## src/design/atpr_pkg.sv

```systemverilog
// Shared types, constants and helper functions for the affine transform block.
// Used by every module of the block; depends on nothing else.
package atpr_pkg;

    // Command codes
    localparam logic [1:0] CMD_POINT = 2'd0;
    localparam logic [1:0] CMD_SIZE  = 2'd1;
    localparam logic [1:0] CMD_RECT  = 2'd2;

    // Configuration register indexes
    localparam int CFG_IDX_W = 3;
    localparam logic [CFG_IDX_W-1:0] REG_COEF_A   = 3'd0;
    localparam logic [CFG_IDX_W-1:0] REG_COEF_B   = 3'd1;
    localparam logic [CFG_IDX_W-1:0] REG_COEF_C   = 3'd2;
    localparam logic [CFG_IDX_W-1:0] REG_COEF_D   = 3'd3;
    localparam logic [CFG_IDX_W-1:0] REG_OFFSET_X = 3'd4;
    localparam logic [CFG_IDX_W-1:0] REG_OFFSET_Y = 3'd5;

    // Q16.16 one, and the rounding bias added before the right shift
    localparam logic signed [31:0] Q_ONE  = 32'sd65536;
    localparam logic signed [65:0] Q_HALF = 66'sd32768;
    localparam logic signed [31:0] Q_MAX  = 32'sh7fffffff;
    localparam logic signed [31:0] Q_MIN  = 32'sh80000000;

    typedef logic signed [31:0] t_q;
    typedef logic signed [63:0] t_p64;
    typedef logic signed [65:0] t_s66;

    // Transform matrix held in configuration
    typedef struct packed {
        t_q coef_a;
        t_q coef_b;
        t_q coef_c;
        t_q coef_d;
        t_q offset_x;
        t_q offset_y;
    } t_cfg;

    // Input request
    typedef struct packed {
        logic [1:0] command;
        t_q         in_x;
        t_q         in_y;
        t_q         in_w;
        t_q         in_h;
    } t_in;

    // Result
    typedef struct packed {
        t_q out_x;
        t_q out_y;
        t_q out_w;
        t_q out_h;
    } t_out;

    // Operands: near corner (or size) and saturated far corner
    typedef struct packed {
        logic [1:0] cmd;
        t_q         x0;
        t_q         y0;
        t_q         x1;
        t_q         y1;
    } t_ops;

    // The eight products; index 0 is the near coordinate, 1 the far one
    typedef struct packed {
        logic [1:0]     cmd;
        t_p64 [1:0]     p_ax;
        t_p64 [1:0]     p_cy;
        t_p64 [1:0]     p_bx;
        t_p64 [1:0]     p_dy;
    } t_prod;

    // Biased product sums per corner; bit 0 of the corner index picks x, bit 1 picks y
    typedef struct packed {
        logic [1:0]     cmd;
        t_s66 [3:0]     sx;
        t_s66 [3:0]     sy;
    } t_sum;

    // Mapped corners
    typedef struct packed {
        logic [1:0]     cmd;
        t_q [3:0]       cx;
        t_q [3:0]       cy;
    } t_corner;

    // Bounds of the mapped corners, plus the first corner for point and size
    typedef struct packed {
        logic [1:0] cmd;
        t_q         px;
        t_q         py;
        t_q         lox;
        t_q         hix;
        t_q         loy;
        t_q         hiy;
    } t_bound;

    // Saturate a 33-bit signed value to 32 bits.
    function automatic t_q sat33(input logic signed [32:0] v);
        t_q r;
        if (v[32] != v[31]) begin
            r = v[32] ? Q_MIN : Q_MAX;
        end else begin
            r = v[31:0];
        end
        return r;
    endfunction

    // Saturate a 66-bit signed value to 32 bits.
    function automatic t_q sat66(input t_s66 v);
        t_q r;
        if ((&v[65:31]) || !(|v[65:31])) begin
            r = v[31:0];
        end else begin
            r = v[65] ? Q_MIN : Q_MAX;
        end
        return r;
    endfunction

    function automatic t_q min2(input t_q p, input t_q q);
        return ($signed(p) < $signed(q)) ? p : q;
    endfunction

    function automatic t_q max2(input t_q p, input t_q q);
        return ($signed(p) > $signed(q)) ? p : q;
    endfunction

endpackage

```

## src/design/atpr_dot.sv

```systemverilog
// Two stages that sum product pairs per corner, round to Q16.16, add the
// translation and saturate. Depends on atpr_pkg.
module atpr_dot (
    input  logic               i_clk,
    input  logic               i_rst_n,
    input  atpr_pkg::t_cfg     i_cfg,
    input  logic               i_valid,
    output logic               o_ready,
    input  atpr_pkg::t_prod    i_data,
    output logic               o_valid,
    input  logic               i_ready,
    output atpr_pkg::t_corner  o_data
);

    logic               r_vld_a;
    logic               r_vld_b;
    logic               ready_b;
    atpr_pkg::t_sum     r_sum;
    atpr_pkg::t_sum     n_sum;
    atpr_pkg::t_corner  r_crn;
    atpr_pkg::t_corner  n_crn;
    atpr_pkg::t_q       tx;
    atpr_pkg::t_q       ty;

    assign ready_b = !r_vld_b || i_ready;
    assign o_ready = !r_vld_a || ready_b;

    // First stage: both products of a corner plus the rounding bias.
    always_comb begin
        n_sum.cmd = i_data.cmd;
        for (int k = 0; k < 4; k++) begin
            n_sum.sx[k] = {{2{i_data.p_ax[k % 2][63]}}, i_data.p_ax[k % 2]}
                        + {{2{i_data.p_cy[k / 2][63]}}, i_data.p_cy[k / 2]}
                        + atpr_pkg::Q_HALF;
            n_sum.sy[k] = {{2{i_data.p_bx[k % 2][63]}}, i_data.p_bx[k % 2]}
                        + {{2{i_data.p_dy[k / 2][63]}}, i_data.p_dy[k / 2]}
                        + atpr_pkg::Q_HALF;
        end
    end

    // A size maps by the linear part only, so it gets no translation.
    assign tx = (r_sum.cmd == atpr_pkg::CMD_SIZE) ? '0 : i_cfg.offset_x;
    assign ty = (r_sum.cmd == atpr_pkg::CMD_SIZE) ? '0 : i_cfg.offset_y;

    // Second stage: drop the fraction, add the translation, saturate.
    // Both operands are signed so that the shift keeps the sign.
    always_comb begin
        n_crn.cmd = r_sum.cmd;
        for (int k = 0; k < 4; k++) begin
            n_crn.cx[k] = atpr_pkg::sat66(($signed(r_sum.sx[k]) >>> 16)
                                          + $signed({{34{tx[31]}}, tx}));
            n_crn.cy[k] = atpr_pkg::sat66(($signed(r_sum.sy[k]) >>> 16)
                                          + $signed({{34{ty[31]}}, ty}));
        end
    end

    // Stage valids
    always_ff @(posedge i_clk) begin
        if (!i_rst_n) begin
            r_vld_a <= 1'b0;
            r_vld_b <= 1'b0;
        end else begin
            if (o_ready) begin
                r_vld_a <= i_valid;
            end
            if (ready_b) begin
                r_vld_b <= r_vld_a;
            end
        end
    end

    // Stage payloads
    always_ff @(posedge i_clk) begin
        if (i_valid && o_ready) begin
            r_sum <= n_sum;
        end
        if (r_vld_a && ready_b) begin
            r_crn <= n_crn;
        end
    end

    assign o_valid = r_vld_b;
    assign o_data  = r_crn;

endmodule

```

## config.mk

```make
export PLATFORM = sky130hd
export DESIGN_NAME = atpr_dot
export DESIGN_NICKNAME = d
export VERILOG_FILES = /design/src/design/atpr_pkg.sv /design/src/design/atpr_dot.sv
export SDC_FILE = /design/constraint.sdc
export NUM_CORES = 2
export LEC_CHECK = 0
export CAP_MARGIN = 20
export CORE_AREA = 2 2 383 385
export DETAILED_ROUTE_END_ITERATION = 12
export DIE_AREA = 0 0 385 387
export DONT_BUFFER_PORTS = 1
export MAX_ROUTING_LAYER = met4
export PLACE_DENSITY = 0.74
export SYNTH_ARGS = -nofsm -noshare
export SYNTH_HDL_FRONTEND = slang
export SYNTH_SLANG_ARGS = --single-unit
```

## constraint.sdc

```tcl
create_clock -name i_clk -period 15 [get_ports i_clk]
set_input_delay 1.5 -clock i_clk [delete_from_list [all_inputs] [get_ports i_clk]]
set_output_delay 1.5 -clock i_clk [all_outputs]
set_load 0.02 [all_outputs]
```

# --- Word-level counts from Yosys, hierarchy flattened ---
# Cells that the tools add are included.
word_totals:
  register_bits: 790
  latch_bits: 0
  ram_bits: 0
  mem_bits_ro: 0
  inputBits: 710
  mem_count: 0
classes:
  n_addsub: 24
  multipliers: 0
  div_mod_pow: 0
  magnitude_cmp: 0
  eq_ne: 1
  shift: 0
  n_mux: 18
  bitwise_logic: 0
  reduce_logical: 38
op_table:
  columns: ["op", "count"]
  rows:
  - ["$mux W32", 18]
  - ["$add A65 B17 Y66 const B", 8]
  - ["$add A64 B64 Y65", 8]
  - ["$add A50 B32 Y51", 8]
  - ["$reduce_and A35 Y1", 8]
  - ["$reduce_or A35 Y1", 8]
  - ["$logic_not A1 Y1", 10]
  - ["$logic_or A1 B1 Y1", 10]
  - ["$eq A2 B1 Y1 const B", 1]
  - ["$logic_and A1 B1 Y1", 2]

# --- Longest topological paths before layout ---
depth:
  word_depth: 7
  depth_mapped: 36
  depth_no_buf: 21

# --- Worst setup path after synthesis ---
# OpenSTA, ideal clock, no wires.
synth_path:
  path_kind: "input port to flip-flop"
  from: "in i_ready"
  to: "reg r_crn (netlist bit o_data[0]) (enable)"
  setup_ps: 913
  arrival_time_ps: 12955
  required_ps: 14087
  setup_slack_ps: 1132
  path_stages: 2
  path_buffers: 0
  cell_sequence: "nor2b_1 -> nor2b_1"
synth_via:
  elab_chain_len: 2
synth_rtl:
  columns: ["item", "line", "rtl"]
  rows:
  - ["start, declared", "atpr_dot.sv:11", "input logic i_ready,"]
  - ["$logic_or A1 B1 Y1", "atpr_dot.sv:25", "assign ready_b = !r_vld_b || i_ready;"]
  - ["$logic_and A1 B1 Y1", "atpr_dot.sv:77", "if (r_vld_a && ready_b) begin"]
  - ["end signal, assigned", "atpr_dot.sv:78", "r_crn <= n_crn;"]
  - ["end, declared", "atpr_dot.sv:20", "atpr_pkg::t_corner r_crn;"]
# Every way passes these cells.
# A chain may end at the register's enable or synchronous reset.

==> impl_metrics.env <==
export IMPL_placedCellCount=11200
export IMPL_final_nets=11200
export IMPL_n_fill_cell=12700
export IMPL_hold_path_class="reg2reg"
export IMPL_crit_fanout=63
export IMPL_synth_area_mm2=0.0840
export IMPL_synthCells=9846
export IMPL_timing_rr_start="n_crn[257]"
export IMPL_clkSinkCount=662
export IMPL_rows=140
export IMPL_synth_nets=11700
export IMPL_placed_cell_area_mm2=0.0841
export IMPL_async_flop_share=0
export IMPL_cts_hold_buf=0
export IMPL_routabilityCongestion=1.06
export IMPL_ys_warn_count=0
export IMPL_portBuffers=0
export IMPL_grt_max_degree=147
export IMPL_cts_resized=0
export IMPL_ant_nets=0
export IMPL_power_density_mw_per_mm2=110
export IMPL_vias=76800
export IMPL_ys_seq_elements=662
export IMPL_slowest_delay_ns=0.66
export IMPL_synthToLayoutAreaGrowth_pct=3.62
export IMPL_drive_gt1_frac=0.0340
export IMPL_rsz0062_at_grt="false"
export IMPL_maxCapViolCount=0
export IMPL_die_y_um=387
export IMPL_viasPerCell=6.74
export IMPL_period_needed_ns=8.18
export IMPL_critical_path_startpoint="n_crn[257]"
export IMPL_slew_headroom=0.240
export IMPL_dieWidth_um=385
export IMPL_setup_viol=0
export IMPL_synth_avg_cell_area_um2=8.54
export IMPL_required_ns=15.51
export IMPL_path_delay_family="buffers and inverters"
export IMPL_outcome="completed"
export IMPL_fp_dieArea_mm2=0.149
export IMPL_crit_buf_inv=4
export IMPL_end_kind="flip-flop"
export IMPL_dr_pass1_iters=7
export IMPL_critPathLaunchType="flip-flop"
export IMPL_slowest_stage="buf_4"
export IMPL_crit_path_end="o_data[162]"
export IMPL_hpwl_um=241000
export IMPL_start_util=0.580
export IMPL_cts_root_buf="clkbuf_16"
export IMPL_crit_arrival_ns=8.69
export IMPL_pin_count=970
export IMPL_htreeDepth=3
export IMPL_clkTransAtPathRegs_ns=0.07
export IMPL_drt_first_iter_violations=8774
export IMPL_synth_ff_type="edfxtp_1"
export IMPL_vdd_drop_max_mv=0.0821
export IMPL_layout_commonest_cell="ha_1"
export IMPL_critPathKind="reg2reg"
export IMPL_final_hold_viol_count=0
export IMPL_cts_setup_buffers=0
export IMPL_path_depth=23
export IMPL_finalCritPeriodShare=0.545
export IMPL_grt_pass1_wl_um=437000
export IMPL_grt_usage=0.393
export IMPL_cts_tree="built"
export IMPL_fin_skew_ns=0.0388
export IMPL_final_cell_mix="ha_1 (1176), a21oi_1 (964), nand2_1 (729)"
export IMPL_setup_tns_ns=0
export IMPL_tightest_slew_ns=1.11
export IMPL_slew_violations=0
export IMPL_insertion_delay_ns=0.71
export IMPL_grt_pass1_vias=71000
export IMPL_leakagePower_uw=0.0363
export IMPL_drc=0
export IMPL_ys_seq_area_frac=0.236
export IMPL_layout_cells_non_filler=11400
export IMPL_fmax_mhz=122
export IMPL_synth_edff_count=660
export IMPL_synthDistinctLibCells=115
export IMPL_cts_buffers=80
export IMPL_wl_per_cell_um=26.0
export IMPL_clk_path_buf_depth=3
export IMPL_antenna_found_initial=35
export IMPL_reg2reg_slack_ns=6.82
export IMPL_r2r_end="o_data[162]"
export IMPL_wl_um=297000
export IMPL_crit_chain="nand2b_4 > buf_4 > buf_12 > and2_2 > buf_4 > ha_1 > a21o_1 > a21o_1 > a21o_1 > a311oi_1 > o211ai_1 > o211ai_1 > a21boi_0 > o21a_1 > a311oi_1 > xnor2_1 > nor4_1 > nand2_1 > or4_1 > or3_1 > mux2i_4 > buf_4 > mux2i_1"
export IMPL_core_mm2=0.145
export IMPL_r2r_cells=23
export IMPL_stdcell_area_mm2=0.0871
export IMPL_grt_ovfl_total=0
cells in the mapped netlist, types with 156 or more instances:
| cell type | count | area [um^2] |
|---|---|---|
| xor2_1 | 348 | 3050 |
| nor2_1 | 617 | 2320 |
| o22ai_1 | 166 | 1040 |
| a21oi_1 | 965 | 4830 |
| nand2_1 | 729 | 2740 |
| edfxtp_1 | 660 | 19800 |
| inv_1 | 295 | 1110 |
| mux2i_1 | 156 | 1560 |
| ha_1 | 1176 | 14700 |
| nand3_1 | 198 | 991 |
| o21ai_0 | 417 | 2090 |
| nor2b_1 | 211 | 1320 |
| a21o_1 | 422 | 3170 |
| clkbuf_1 | 384 | 1440 |
| a31oi_1 | 278 | 1740 |
| xnor2_1 | 722 | 6320 |
how the worst min path moves through the flow:
| stage | startpoint | to | slack (ns) | cells past startpoint |
|---|---|---|---|---|
| finish | r_vld_a | o_valid | 0.54 | 1 |
| global route | r_vld_a | o_valid | 0.57 | 1 |
| CTS | r_vld_a | o_valid | 0.53 | 1 |
| detailed placement | r_vld_a | o_valid | 0.51 | 1 |
| global placement | r_vld_a | o_valid | 0.51 | 1 |
| floorplan | n_crn[256] | o_data[256] | 0.44 | 0 |
area by class of cell:
cell class / count / area [um^2] / share of cell area
Multi-Input combinational cell: 8264 / 60400 / 0.694
Clock inverter: 59 / 701 / 0.00805
Antenna cell: 72 / 180 / 0.00207
Sequential cell: 662 / 19900 / 0.228
Clock buffer: 90 / 2060 / 0.0237
Timing Repair Buffer: 37 / 355 / 0.00408
Inverter: 298 / 1120 / 0.0128
Tap cell: 1917 / 2400 / 0.0275
metal layers:
metal  track usage  vias up  routed length (um)
met5             -        -                   0
met4         0.139        0               11800
met3         0.119      498               38000
met2         0.575     3701              127000
met1         0.510    36500              120000
li1              -    36100                   -
through the flow:
stage	hold slack [ns]	util	total power, uW	worst slack [ns]
6_report	0.542	0.601	9550	6.82
5_1_grt	0.570	0.601	10100	6.48
4_1_cts	0.535	0.599	9450	6.90
3_5_place_dp	0.513	0.580	7340	6.95
3_3_place_gp	0.506	0.580	7270	7.00
2_1_floorplan	0.442	-	6230	1.13
registers in the layout, summed over array words and instances, names as in the netlist:
| signal | cells |
|---|---|
| n_crn | 2 |
| o_data | 258 |
| o_valid | 1 |
| r_sum | 400 |
| r_vld_a | 1 |
cell families after synthesis:
family          after synthesis  synth area share
mux                         163            0.0197
flops                       662             0.236
fa+ha+maj                  1285             0.188
xor+xnor                   1070             0.112
compound gates             3167             0.245
buf+inv                     920            0.0459
simple gates               2579             0.153
power by group:
group / internal [uW] / switching (uW)
combinational: 1790 / 2620
clock: 1200 / 890
sequential: 2460 / 596
No activity file was read; power rests on OpenSTA's default activity.
