[src/design/atpr_pkg.sv]
// Shared types, constants and helper functions for the affine transform block.
// Used by every module of the block; depends on nothing else.
package atpr_pkg;

    // Command codes
    localparam logic [1:0] CMD_POINT = 2'd0;
    localparam logic [1:0] CMD_SIZE  = 2'd1;
    localparam logic [1:0] CMD_RECT  = 2'd2;

    // Configuration register indexes
    localparam int CFG_IDX_W = 3;
    localparam logic [CFG_IDX_W-1:0] REG_COEF_A   = 3'd0;
    localparam logic [CFG_IDX_W-1:0] REG_COEF_B   = 3'd1;
    localparam logic [CFG_IDX_W-1:0] REG_COEF_C   = 3'd2;
    localparam logic [CFG_IDX_W-1:0] REG_COEF_D   = 3'd3;
    localparam logic [CFG_IDX_W-1:0] REG_OFFSET_X = 3'd4;
    localparam logic [CFG_IDX_W-1:0] REG_OFFSET_Y = 3'd5;

    // Q16.16 one, and the rounding bias added before the right shift
    localparam logic signed [31:0] Q_ONE  = 32'sd65536;
    localparam logic signed [65:0] Q_HALF = 66'sd32768;
    localparam logic signed [31:0] Q_MAX  = 32'sh7fffffff;
    localparam logic signed [31:0] Q_MIN  = 32'sh80000000;

    typedef logic signed [31:0] t_q;
    typedef logic signed [63:0] t_p64;
    typedef logic signed [65:0] t_s66;

    // Transform matrix held in configuration
    typedef struct packed {
        t_q coef_a;
        t_q coef_b;
        t_q coef_c;
        t_q coef_d;
        t_q offset_x;
        t_q offset_y;
    } t_cfg;

    // Input request
    typedef struct packed {
        logic [1:0] command;
        t_q         in_x;
        t_q         in_y;
        t_q         in_w;
        t_q         in_h;
    } t_in;

    // Result
    typedef struct packed {
        t_q out_x;
        t_q out_y;
        t_q out_w;
        t_q out_h;
    } t_out;

    // Operands: near corner (or size) and saturated far corner
    typedef struct packed {
        logic [1:0] cmd;
        t_q         x0;
        t_q         y0;
        t_q         x1;
        t_q         y1;
    } t_ops;

    // The eight products; index 0 is the near coordinate, 1 the far one
    typedef struct packed {
        logic [1:0]     cmd;
        t_p64 [1:0]     p_ax;
        t_p64 [1:0]     p_cy;
        t_p64 [1:0]     p_bx;
        t_p64 [1:0]     p_dy;
    } t_prod;

    // Biased product sums per corner; bit 0 of the corner index picks x, bit 1 picks y
    typedef struct packed {
        logic [1:0]     cmd;
        t_s66 [3:0]     sx;
        t_s66 [3:0]     sy;
    } t_sum;

    // Mapped corners
    typedef struct packed {
        logic [1:0]     cmd;
        t_q [3:0]       cx;
        t_q [3:0]       cy;
    } t_corner;

    // Bounds of the mapped corners, plus the first corner for point and size
    typedef struct packed {
        logic [1:0] cmd;
        t_q         px;
        t_q         py;
        t_q         lox;
        t_q         hix;
        t_q         loy;
        t_q         hiy;
    } t_bound;

    // Saturate a 33-bit signed value to 32 bits.
    function automatic t_q sat33(input logic signed [32:0] v);
        t_q r;
        if (v[32] != v[31]) begin
            r = v[32] ? Q_MIN : Q_MAX;
        end else begin
            r = v[31:0];
        end
        return r;
    endfunction

    // Saturate a 66-bit signed value to 32 bits.
    function automatic t_q sat66(input t_s66 v);
        t_q r;
        if ((&v[65:31]) || !(|v[65:31])) begin
            r = v[31:0];
        end else begin
            r = v[65] ? Q_MIN : Q_MAX;
        end
        return r;
    endfunction

    function automatic t_q min2(input t_q p, input t_q q);
        return ($signed(p) < $signed(q)) ? p : q;
    endfunction

    function automatic t_q max2(input t_q p, input t_q q);
        return ($signed(p) > $signed(q)) ? p : q;
    endfunction

endpackage

[src/design/atpr_prep.sv]
// Operand stage: picks the near coordinates and forms the saturated far corner.
// Depends on atpr_pkg.
module atpr_prep (
    input  logic              i_clk,
    input  logic              i_rst_n,
    input  logic              i_valid,
    output logic              o_ready,
    input  atpr_pkg::t_in     i_data,
    output logic              o_valid,
    input  logic              i_ready,
    output atpr_pkg::t_ops    o_data
);

    logic             r_vld;
    atpr_pkg::t_ops   r_ops;
    atpr_pkg::t_ops   n_ops;

    assign o_ready = !r_vld || i_ready;

    // A size request uses the width and height in place of the point.
    always_comb begin
        n_ops.cmd = i_data.command;
        if (i_data.command == atpr_pkg::CMD_SIZE) begin
            n_ops.x0 = i_data.in_w;
            n_ops.y0 = i_data.in_h;
        end else begin
            n_ops.x0 = i_data.in_x;
            n_ops.y0 = i_data.in_y;
        end
        n_ops.x1 = atpr_pkg::sat33({i_data.in_x[31], i_data.in_x}
                                   + {i_data.in_w[31], i_data.in_w});
        n_ops.y1 = atpr_pkg::sat33({i_data.in_y[31], i_data.in_y}
                                   + {i_data.in_h[31], i_data.in_h});
    end

    // Stage valid
    always_ff @(posedge i_clk) begin
        if (!i_rst_n) begin
            r_vld <= 1'b0;
        end else if (o_ready) begin
            r_vld <= i_valid;
        end
    end

    // Stage payload
    always_ff @(posedge i_clk) begin
        if (i_valid && o_ready) begin
            r_ops <= n_ops;
        end
    end

    assign o_valid = r_vld;
    assign o_data  = r_ops;

endmodule

[config.mk]
export PLATFORM = sky130hd
export DESIGN_NAME = atpr_prep
export DESIGN_NICKNAME = d
export VERILOG_FILES = /design/src/design/atpr_pkg.sv /design/src/design/atpr_prep.sv
export SDC_FILE = /design/constraint.sdc
export NUM_CORES = 1
export LEC_CHECK = 0
export CAP_MARGIN = 20
export CORE_UTILIZATION = 65
export CTS_CLUSTER_DIAMETER = 200
export DETAILED_ROUTE_END_ITERATION = 7
export DONT_BUFFER_PORTS = 1
export PLACE_DENSITY = 0.91
export SYNTH_ARGS = -nofsm -noshare
export SYNTH_HDL_FRONTEND = slang
export SYNTH_SLANG_ARGS = --single-unit
[constraint.sdc]
create_clock -name i_clk -period 6.3 [get_ports i_clk]
set_input_delay 1.26 -clock i_clk [delete_from_list [all_inputs] [get_ports i_clk]]
set_output_delay 1.26 -clock i_clk [all_outputs]
set_load 0.02 [all_outputs]
After elaboration in Yosys (flattened, before gate mapping)
Cells that the tools add are included.
{ "totals": {"regBits": 131, "input_bits": 134, "out_inout_bits": 132, "elab_cells": 19} }
{ "classes": {"add_sub_neg": 2, "n_eq_ne": 3, "n_mux": 5, "n_reduce_logical": 3} }
{ "op_table": {"columns": ["cell", "n"], "rows": [
  ["$mux 32", 4],
  ["$add 32x32->33", 2],
  ["$mux 64", 1],
  ["$eq 2x1->1 const B", 1],
  ["$ne 1x1->1", 2],
  ["$logic_and 1x1->1", 1],
  ["$logic_not 1->1", 1],
  ["$logic_or 1x1->1", 1]
]} }

Logic depth before layout (Yosys ltp)
Gate-level depths: netlist of the first run.
{ "logic_depth": {"depth_word": 3, "ltp_mapped": 13, "depth_no_buf": 12} }

Worst setup path after synthesis of the first run
OpenSTA, ideal clock, no wires.
{ "synth_timing": {"path_type": "input port to flip-flop", "startpoint": "input i_ready", "endpoint": "register r_ops, in the netlist o_data[0], enable pin", "setup_ps": 504, "arrival_time_ps": 4541, "required_ps": 5796, "slack_ps": 1254, "cell_stages": 2, "n_path_buf": 0, "path_cell_list": "nand2b_1 and2_1"} }
{ "synth_between": {"elab_chain_cells": 2} }
{ "synth_rtl": {"columns": ["element", "line_no", "rtl"], "rows": [
  ["from (decl)", "atpr_prep.sv:10", "input logic i_ready,"],
  ["$logic_or 1x1->1", "atpr_prep.sv:18", "assign o_ready = !r_vld || i_ready;"],
  ["$logic_and 1x1->1", "atpr_prep.sv:47", "if (i_valid && o_ready) begin"],
  ["to (signal assigned)", "atpr_prep.sv:48", "r_ops <= n_ops;"],
  ["to (decl)", "atpr_prep.sv:15", "atpr_pkg::t_ops r_ops;"]
]} }
No other way between the ends.
A chain may end at the register's enable or synchronous reset.

==> flow_metrics.env, run 1 <==
export IMPL_status="complete, no violations"
export IMPL_synth_edf_count=130
export IMPL_syn_nets=991
export IMPL_p_leak_uw=0.00351
export IMPL_power_internal_uw=1960
export IMPL_synth_commonest_cells="edfxtp_1, a21oi_1, ha_1"
export IMPL_fillCellCount=837
export IMPL_peakVddDrop_mv=0.192
export IMPL_io_buffers=0
export IMPL_min_delay_start="o_valid$_SDFFE_PN0N_"
export IMPL_yosys_cell_types_count=68
export IMPL_postCtsHoldBufs=0
export IMPL_layout_drive_gt1_share_pct=15.0
export IMPL_clkTransAtPathRegs_ps=60
export IMPL_die_w_um=118
export IMPL_htreeDepth=4
export IMPL_tns_ps=0
export IMPL_cts_sinks=131
export IMPL_worstMarginPinSlew_ps=975
export IMPL_pwr_share_seq_pct=44.6
export IMPL_antenna_left=0
export IMPL_initial_core_util_pct=67.8
export IMPL_fmax_mhz=229
export IMPL_ys_ff_latch=131
export IMPL_p_switching_uw=938
export IMPL_comb_power_share_pct=21.1
export IMPL_wl_um=21800
export IMPL_ios=266
export IMPL_period_share_pct=69.3
export IMPL_yosysMostFrequentCell="edfxtp_1"
export IMPL_ys_top_cells_by_area="edfxtp_1, ha_1, mux2_2, a21oi_1, o21ai_0"
export IMPL_syn_instance_count=791
export IMPL_setup_viol=0
export IMPL_drtPass1Iterations=6
export IMPL_hold_depth=2
export IMPL_hold_end="o_valid$_SDFFE_PN0N_"
export IMPL_gp_congestion=0.933
export IMPL_hpwl_um=16000
export IMPL_hold_violations=0
export IMPL_start_kind="primary input"
export IMPL_syn_area_um2=8700
export IMPL_rr_endpoint="o_data[129]$_DFFE_PP_"
export IMPL_numCtsBuffers=17
export IMPL_synth_compound_area_share_pct=18.7
export IMPL_end_kind="flip-flop"
export IMPL_synth_top_family_by_area="compound AO/OA/AOI/OAI gates"
export IMPL_synth_top_area_share_pct=44.9
export IMPL_post_cts_resized=0
export IMPL_grt_pass1_vias=6567
export IMPL_post_cts_setup_buffer_count=0
export IMPL_rsz0062_at_grt="no"
export IMPL_post_place_ws_ps=1680
export IMPL_layout_min_cycle_time_ps=4360
export IMPL_vias=6610
export IMPL_synth_xor_area_share_pct=5.73
export IMPL_antenna_found_initial=0
export IMPL_drc=0
export IMPL_yosysTopAreaCell="edfxtp_1"
export IMPL_required_ps=6530
export IMPL_drv_cap=0
export IMPL_utilization_pct=73.2
export IMPL_dieArea_um2=13800
export IMPL_cp_max_fo=22
export IMPL_hold_class="flip-flop to flip-flop"
export IMPL_clock_latency_ps=410
export IMPL_synth_adder_area_share_pct=10.2
export IMPL_syn2layout_area_growth_pct=7.88
export IMPL_muxShareOfSynthArea_pct=8.03
export IMPL_timing_hold_ws_ps=796
export IMPL_post_drt_wl_per_cell_um=22.6
export IMPL_fin_skew_ps=7.15
export IMPL_rrSetupSlack_ps=3650
export IMPL_synth_simple_gate_area_share_pct=9.38
export IMPL_worst_slack_ps=1940
export IMPL_avgViaCountPerCell=6.85
export IMPL_ys_seq_area_share_pct=45.1
export IMPL_die_y_um=118
export IMPL_cts_buffer_depth=2
export IMPL_grt_max_degree=74
export IMPL_powerDensity_nw_per_um2=309
export IMPL_reg2reg_depth=3
export IMPL_grt_pass1_wl_um=33800
export IMPL_ys_warn_count=0
export IMPL_pwr_share_clk_pct=34.4
export IMPL_synth_flop_cell="edfxtp_1"
export IMPL_reg2reg_from="o_valid$_SDFFE_PN0N_"
export IMPL_final_max_slew_violation_count=0
export IMPL_core_um2=12800
export IMPL_switching_share_pct=32.4
export IMPL_cts_tree="built"
export IMPL_dr_first_iter_drc_count=673
export IMPL_cts_root_buf="clkbuf_16"
export IMPL_grt_total_usage_pct=31.2
export IMPL_ys_async_sr_fraction_pct=0
export IMPL_syn_avg_cell_area_um2=11.0
export IMPL_antenna_cells=0
export IMPL_grt_overflow=0
export IMPL_crit_type="primary input to flip-flop"
export IMPL_slew_headroom_pct=35.0
export IMPL_nNetsFinal=980
export IMPL_fp_row_count=41
export IMPL_arrival_ps=4590
-- worst max-delay path by stage --
stage                     startpoint  cells past startpoint  slack, ps              endpoint
after global placement    i_data[40]                     10       1550  o_data[56]$_DFFE_PP_
final                      i_data[0]                     12       1940   o_data[4]$_DFFE_PP_
after CTS                  i_data[0]                     12       2020   o_data[4]$_DFFE_PP_
after floorplan              i_ready                      2       1250   o_data[0]$_DFFE_PP_
after detailed placement   i_data[0]                     12       1680   o_data[4]$_DFFE_PP_
after global routing       i_data[0]                     12       1640   o_data[4]$_DFFE_PP_
-- routing by layer --
layer  part of all wire, %  GRT usage (%)  wire length [µm]
met1                    36           34.7              7870
met5                     0              0                 0
met4                   4.5           14.9               970
met2                    50           54.3             11000
met3                   9.0           9.40              1970
-- power groups by stage --
stage	clock [µW]	sequential, µW	combinational [µW]
6_report	995	1290	610
2_1_floorplan	0	1280	479
4_1_cts	1000	1290	598
3_5_place_dp	0	1310	591
3_3_place_gp	0	1310	566
5_1_grt	1040	1290	664
-- placed cells by master, fill, tap and decap left out, types with 5 or more instances in the layout --
cell type	n
nand3_1	8
inv_1	21
clkinvlp_4	5
nor3_1	11
nand4_1	15
nand2_1	47
xor2_1	23
a21oi_1	88
maj3_1	5
o21ai_0	56
nor2_1	45
nor2b_1	6
nand2b_1	8
o21a_1	8
ha_1	64
clkbuf_16	17
o31ai_1	5
edfxtp_1	130
a21o_1	29
xnor2_1	32
mux2_2	62
o21ai_1	6
o211ai_1	6
a31oi_1	11
-- registers in the layout (all words and copies together), names as in the netlist --
| signal | count |
|---|---|
| o_data | 130 |
| o_valid | 1 |
-- critical path, cell delays in order --
cell      delay [ps]
ha_1             150
inv_1             50
fa_1             400
nor2b_1          170
o31a_1           220
o21ai_1          180
o31ai_1          530
nand4b_1         280
a21oi_1          450
nor3_4           110
a22o_2           460
o31ai_1          300
-- kinds of logic after synthesis --
logic type,after synthesis
compound gates,252
xor+xnor,56
fa+ha+maj,71
buf+inv,54
flops,131
mux,62
simple gates,165
-- through the flow --
stage	instances	power, µW	cell area [µm²]
after floorplan	791	1760	8700
after global placement	932	1870	8780
after detailed placement	933	1900	8790
after CTS	965	2890	9380
after global routing	965	3000	9380
final	965	2890	9380
-- final cells by class --
cell class	count	area (µm²)	share of cell area (%)
Inverter	21	78.8	0.840
Multi-Input combinational cell	606	4540	48.4
Sequential cell	131	3920	41.8
Tap cell	172	215	2.29
Clock buffer	18	439	4.68
Timing Repair Buffer	3	26.3	0.280
Clock inverter	14	155	1.65
Note: power is estimated with default switching activity, not from simulation.
==> run 2: changes to the inputs <==
==> constraint.sdc (replaced) <==
create_clock -name i_clk -period 4.1 [get_ports i_clk]
set_input_delay 0.82 -clock i_clk [delete_from_list [all_inputs] [get_ports i_clk]]
set_output_delay 0.82 -clock i_clk [all_outputs]
set_load 0.02 [all_outputs]
==> flow_metrics.env, run 2 (synthesized netlist as in run 1, its figures left out) <==
export IMPL_status="complete, no violations"
export IMPL_final_common_cell="edfxtp_1"
export IMPL_crit_family="compound AO/OA/AOI/OAI gates"
export IMPL_dr_max_layer_used="met4"
export IMPL_cts_buffer_depth=2
export IMPL_grt_max_degree=106
export IMPL_hold_violations=0
export IMPL_nNetsFinal=988
export IMPL_layout_drive_gt1_share_pct=15.5
export IMPL_place_area_um2=8870
export IMPL_reg2reg_from="o_valid$_SDFFE_PN0N_"
export IMPL_min_delay_start="i_data[128]"
export IMPL_rr_endpoint="o_data[39]$_DFFE_PP_"
export IMPL_clock_latency_ps=400
export IMPL_end_kind="flip-flop"
export IMPL_slew_headroom_pct=42.2
export IMPL_dieArea_um2=13800
export IMPL_fp_row_count=41
export IMPL_post_drt_wl_per_cell_um=22.1
export IMPL_fillCellCount=831
export IMPL_finalPower_uw=4360
export IMPL_io_buffers=0
export IMPL_stdcell_area_um2=9430
export IMPL_numCtsBuffers=17
export IMPL_clkTransAtPathRegs_ps=60
export IMPL_vias=6588
export IMPL_dr_wl_met3_um=1930
export IMPL_wl_met2_um=10800
export IMPL_htreeDepth=4
export IMPL_core_um2=12800
export IMPL_required_ps=4290
export IMPL_wl_um=21500
export IMPL_antenna_left=0
export IMPL_dr_first_iter_drc_count=583
export IMPL_crit_type="primary input to flip-flop"
export IMPL_cts_sinks=131
export IMPL_dp_cells=941
export IMPL_hold_depth=0
export IMPL_p_leak_uw=0.00354
export IMPL_ios=266
export IMPL_tns_ps=0
export IMPL_grt_total_usage_pct=30.9
export IMPL_path_cells="ha_1, inv_1, fa_1, nor2b_1, o31a_1, o21ai_1, o31ai_1, buf_4, nand4b_1, a21oi_1, buf_4, nor3_4, a22o_2, a21oi_1"
export IMPL_gp_congestion=0.958
export IMPL_hold_end="o_data[128]$_DFFE_PP_"
export IMPL_largest_register_ffs=130
export IMPL_final_max_slew_violation_count=0
export IMPL_reg2reg_depth=3
export IMPL_critPathMaxStageDelay_ps=450
export IMPL_drc=0
export IMPL_fmax_mhz=265
export IMPL_avgViaCountPerCell=6.77
export IMPL_drv_cap=0
export IMPL_antenna_cells=0
export IMPL_final_cell_mix="edfxtp_1, a21oi_1, ha_1"
export IMPL_grt_pass1_vias=6710
export IMPL_hold_class="primary input to flip-flop"
export IMPL_setup_viol=0
export IMPL_hpwl_um=15800
export IMPL_layout_min_cycle_time_ps=3780
export IMPL_grt_overflow=0
export IMPL_start_kind="primary input"
export IMPL_critPathBufInv=3
export IMPL_peakVddDrop_mv=0.267
export IMPL_cts_root_buf="clkbuf_16"
export IMPL_post_cts_resized=0
export IMPL_stdcell_count=973
export IMPL_rsz0062_at_grt="no"
export IMPL_slowest_stage="a22o_2"
export IMPL_die_y_um=118
export IMPL_period_share_pct=92.1
export IMPL_cts_tree="built"
export IMPL_powerDensity_nw_per_um2=462
export IMPL_syn2layout_area_growth_pct=8.40
export IMPL_initial_core_util_pct=67.8
export IMPL_arrival_ps=3970
export IMPL_worstMarginPinSlew_ps=867
export IMPL_drtPass1Iterations=6
export IMPL_cp_max_fo=22
export IMPL_antenna_found_initial=0
export IMPL_rrSetupSlack_ps=2110
export IMPL_grt_pass1_wl_um=33800
export IMPL_post_cts_setup_buffer_count=0
export IMPL_postCtsHoldBufs=0
export IMPL_die_w_um=118
export IMPL_fin_skew_ps=12.7
export IMPL_wl_met1_um=7770
-- run 2: cell types whose count changed in the layout (fill, tap and decap cells not counted), sizes merged --
cell and delta:
buf +8, bufinv -1, clkbuf +5, clkinvlp -1
inv -3
-- run 2: how the worst max path moves through the flow --
stage	from	to	slack (ps)	depth (start not counted)
final	i_data[0]	o_data[14]$_DFFE_PP_	320	14
after CTS	i_data[0]	o_data[4]$_DFFE_PP_	440	14
after global routing	i_data[0]	o_data[4]$_DFFE_PP_	190	14
after global placement	i_data[38]	o_data[33]$_DFFE_PP_	290	10
after floorplan	i_data[32]	o_data[49]$_DFFE_PP_	570	13
after detailed placement	i_data[0]	o_data[4]$_DFFE_PP_	160	14
-- run 2: area by class of cell --
cell class                 count  area, µm²  area share [%]
timing repair buffer          11        108            1.14
sequential                   131       3920            41.6
clock buffer                  23        478            5.07
tap                          172        215            2.28
clock inverter                 9       80.1           0.849
inverter                      21       78.8           0.836
multi-input combinational    606       4540            48.2
-- run 2: worst reg2reg max path, cell delays in order (launching register included) --
cell	delay, ps
dfxtp_1	370
nand2b_1	250
and2_4	430
buf_12	480
-- run 2: power breakdown --
group          switching (µW)  total (µW)  internal, µW
Combinational             563         955           392
Clock                     542        1420           878
Sequential                272        1980          1710
Total                    1380        4360          2980
-- run 2: metrics by stage --
stage               util [%]  setup WS (ps)  hold slack, ps
finish                  73.5            323             510
floorplan                  -            572             749
CTS                     73.5            440             500
detailed placement      69.2            159             794
global placement        69.2            288             785
global route            73.5            190             496
-- run 2: routing by layer --
layer / global-route usage, % / vias up
met2: 54.0 / 400
met3: 9.88 / 86
li1: - / 3023
met5: 0 / -
met4: 16.4 / 0
met1: 33.2 / 3079
==> run 3: changes to the inputs <==
--- a/config.mk
+++ b/config.mk
@@ -11,6 +11,7 @@
 export DETAILED_ROUTE_END_ITERATION = 7
 export DONT_BUFFER_PORTS = 1
 export PLACE_DENSITY = 0.91
+export REMOVE_ABC_BUFFERS = 1
 export SYNTH_ARGS = -nofsm -noshare
 export SYNTH_HDL_FRONTEND = slang
 export SYNTH_SLANG_ARGS = --single-unit
==> constraint.sdc (replaced) <==
create_clock -name i_clk -period 4.1 [get_ports i_clk]
set_input_delay 0.615 -clock i_clk [delete_from_list [all_inputs] [get_ports i_clk]]
set_output_delay 0.615 -clock i_clk [all_outputs]
set_load 0.02 [all_outputs]
==> flow_metrics.env, run 3 (synthesized netlist as in run 1, its figures left out) <==
export IMPL_status="complete, no violations"
export IMPL_start_kind="primary input"
export IMPL_rr_endpoint="o_data[104]$_DFFE_PP_"
export IMPL_htreeDepth=4
export IMPL_dieArea_um2=13800
export IMPL_post_cts_setup_buffer_count=0
export IMPL_hpwl_um=15800
export IMPL_grt_total_usage_pct=32.0
export IMPL_layout_drive_gt1_share_pct=15.4
export IMPL_gp_congestion=0.965
export IMPL_reg2reg_from="o_valid$_SDFFE_PN0N_"
export IMPL_crit_start="i_data[0]"
export IMPL_final_common_cell="edfxtp_1"
export IMPL_nNetsFinal=986
export IMPL_dr_first_iter_drc_count=705
export IMPL_clkTransAtPathRegs_ps=60
export IMPL_finalPower_uw=4520
export IMPL_rrSetupSlack_ps=1960
export IMPL_core_um2=12800
export IMPL_antenna_cells=0
export IMPL_largest_register_ffs=130
export IMPL_grt_pass1_wl_um=34600
export IMPL_avgViaCountPerCell=6.90
export IMPL_grt_max_degree=59
export IMPL_post_cts_resized=0
export IMPL_multi_input_area_um2=4540
export IMPL_worst_slack_ps=530
export IMPL_setup_viol=0
export IMPL_antenna_found_initial=0
export IMPL_final_max_slew_violation_count=0
export IMPL_wl_um=21900
export IMPL_vias=6702
export IMPL_antenna_left=0
export IMPL_regArea_um2=3920
export IMPL_drc=0
export IMPL_p_leak_uw=0.00355
export IMPL_slew_headroom_pct=38.2
export IMPL_io_buffers=0
export IMPL_ios=266
export IMPL_fillCellCount=828
export IMPL_crit_type="primary input to flip-flop"
export IMPL_hold_class="primary input to flip-flop"
export IMPL_die_y_um=118
export IMPL_post_place_ws_ps=284
export IMPL_postCtsHoldBufs=0
export IMPL_min_delay_start="i_data[128]"
export IMPL_hold_end="o_data[128]$_DFFE_PP_"
export IMPL_arrival_ps=3810
export IMPL_drv_cap=0
export IMPL_cp_max_fo=22
export IMPL_fin_skew_ps=7.01
export IMPL_fmax_mhz=280
export IMPL_layout_min_cycle_time_ps=3570
export IMPL_peakVddDrop_mv=0.272
export IMPL_clock_latency_ps=420
export IMPL_end_kind="flip-flop"
export IMPL_drtPass1Iterations=6
export IMPL_cts_root_buf="clkbuf_16"
export IMPL_cts_buffer_depth=2
export IMPL_cts_tree="built"
export IMPL_reg2reg_depth=3
export IMPL_required_ps=4340
export IMPL_die_w_um=118
export IMPL_utilization_pct=73.8
export IMPL_hold_depth=0
export IMPL_cts_sinks=131
export IMPL_rsz0062_at_grt="no"
export IMPL_powerDensity_nw_per_um2=477
export IMPL_period_share_pct=87.1
export IMPL_hold_violations=0
export IMPL_timing_hold_ws_ps=289
export IMPL_grt_pass1_vias=6776
export IMPL_worstMarginPinSlew_ps=926
export IMPL_numCtsBuffers=17
export IMPL_fp_row_count=41
export IMPL_initial_core_util_pct=67.8
export IMPL_grt_overflow=0
export IMPL_syn2layout_area_growth_pct=8.89
export IMPL_post_drt_wl_per_cell_um=22.5
export IMPL_final_cell_mix="edfxtp_1, a21oi_1, ha_1"
-- run 3: where the power goes --
group | internal, µW | leakage [µW] | switching [µW]
clock network | 1010 | 0.000290 | 577
registers | 1710 | 0.00126 | 264
logic | 388 | 0.00200 | 571
total | 3110 | 0.00355 | 1410
-- run 3: worst max path at each step --
| stage | end | slack (ps) | cells past startpoint |
|---|---|---|---|
| after floorplan | o_data[0]$_DFFE_PP_ | -300 | 2 |
| after detailed placement | o_data[4]$_DFFE_PP_ | 280 | 12 |
| after global routing | o_data[4]$_DFFE_PP_ | 360 | 12 |
| after global placement | o_data[30]$_DFFE_PP_ | 420 | 10 |
| final | o_data[4]$_DFFE_PP_ | 530 | 12 |
| after CTS | o_data[4]$_DFFE_PP_ | 620 | 12 |
-- run 3: worst max-delay path, cell delays in order --
cell and delay [ps]:
ha_1 170, inv_1 70, fa_1 450, nor2b_1 240
o31a_1 220, o21ai_1 150, o31ai_1 360, nand4b_1 220
a21oi_1 490, nor3_4 120, a22o_2 440, o31ai_1 270
-- run 3: layout make-up --
class	instances	share of cell area, %
tap	172	2.27
timing repair buffer	9	0.978
multi-input combinational	606	48.0
clock buffer	17	4.49
inverter	21	0.832
clock inverter	15	2.01
sequential	131	41.4
-- run 3: metal layers --
| layer | vias to the layer above | part of all wire, % | GRT usage [%] |
|---|---|---|---|
| li1 | 3023 | - | - |
| met5 | - | 0 | 0 |
| met3 | 86 | 9.6 | 10.4 |
| met1 | 3156 | 36 | 35.4 |
| met2 | 437 | 50 | 54.8 |
| met4 | 0 | 4.2 | 16.7 |
-- run 3: through the flow --
step	setup TNS (ps)	std cells	instance area, µm²
final	0	971	9470
after global routing	0	971	9470
after CTS	0	971	9470
after detailed placement	0	939	8850
after global placement	0	939	8850
after floorplan	-46170	758	8540
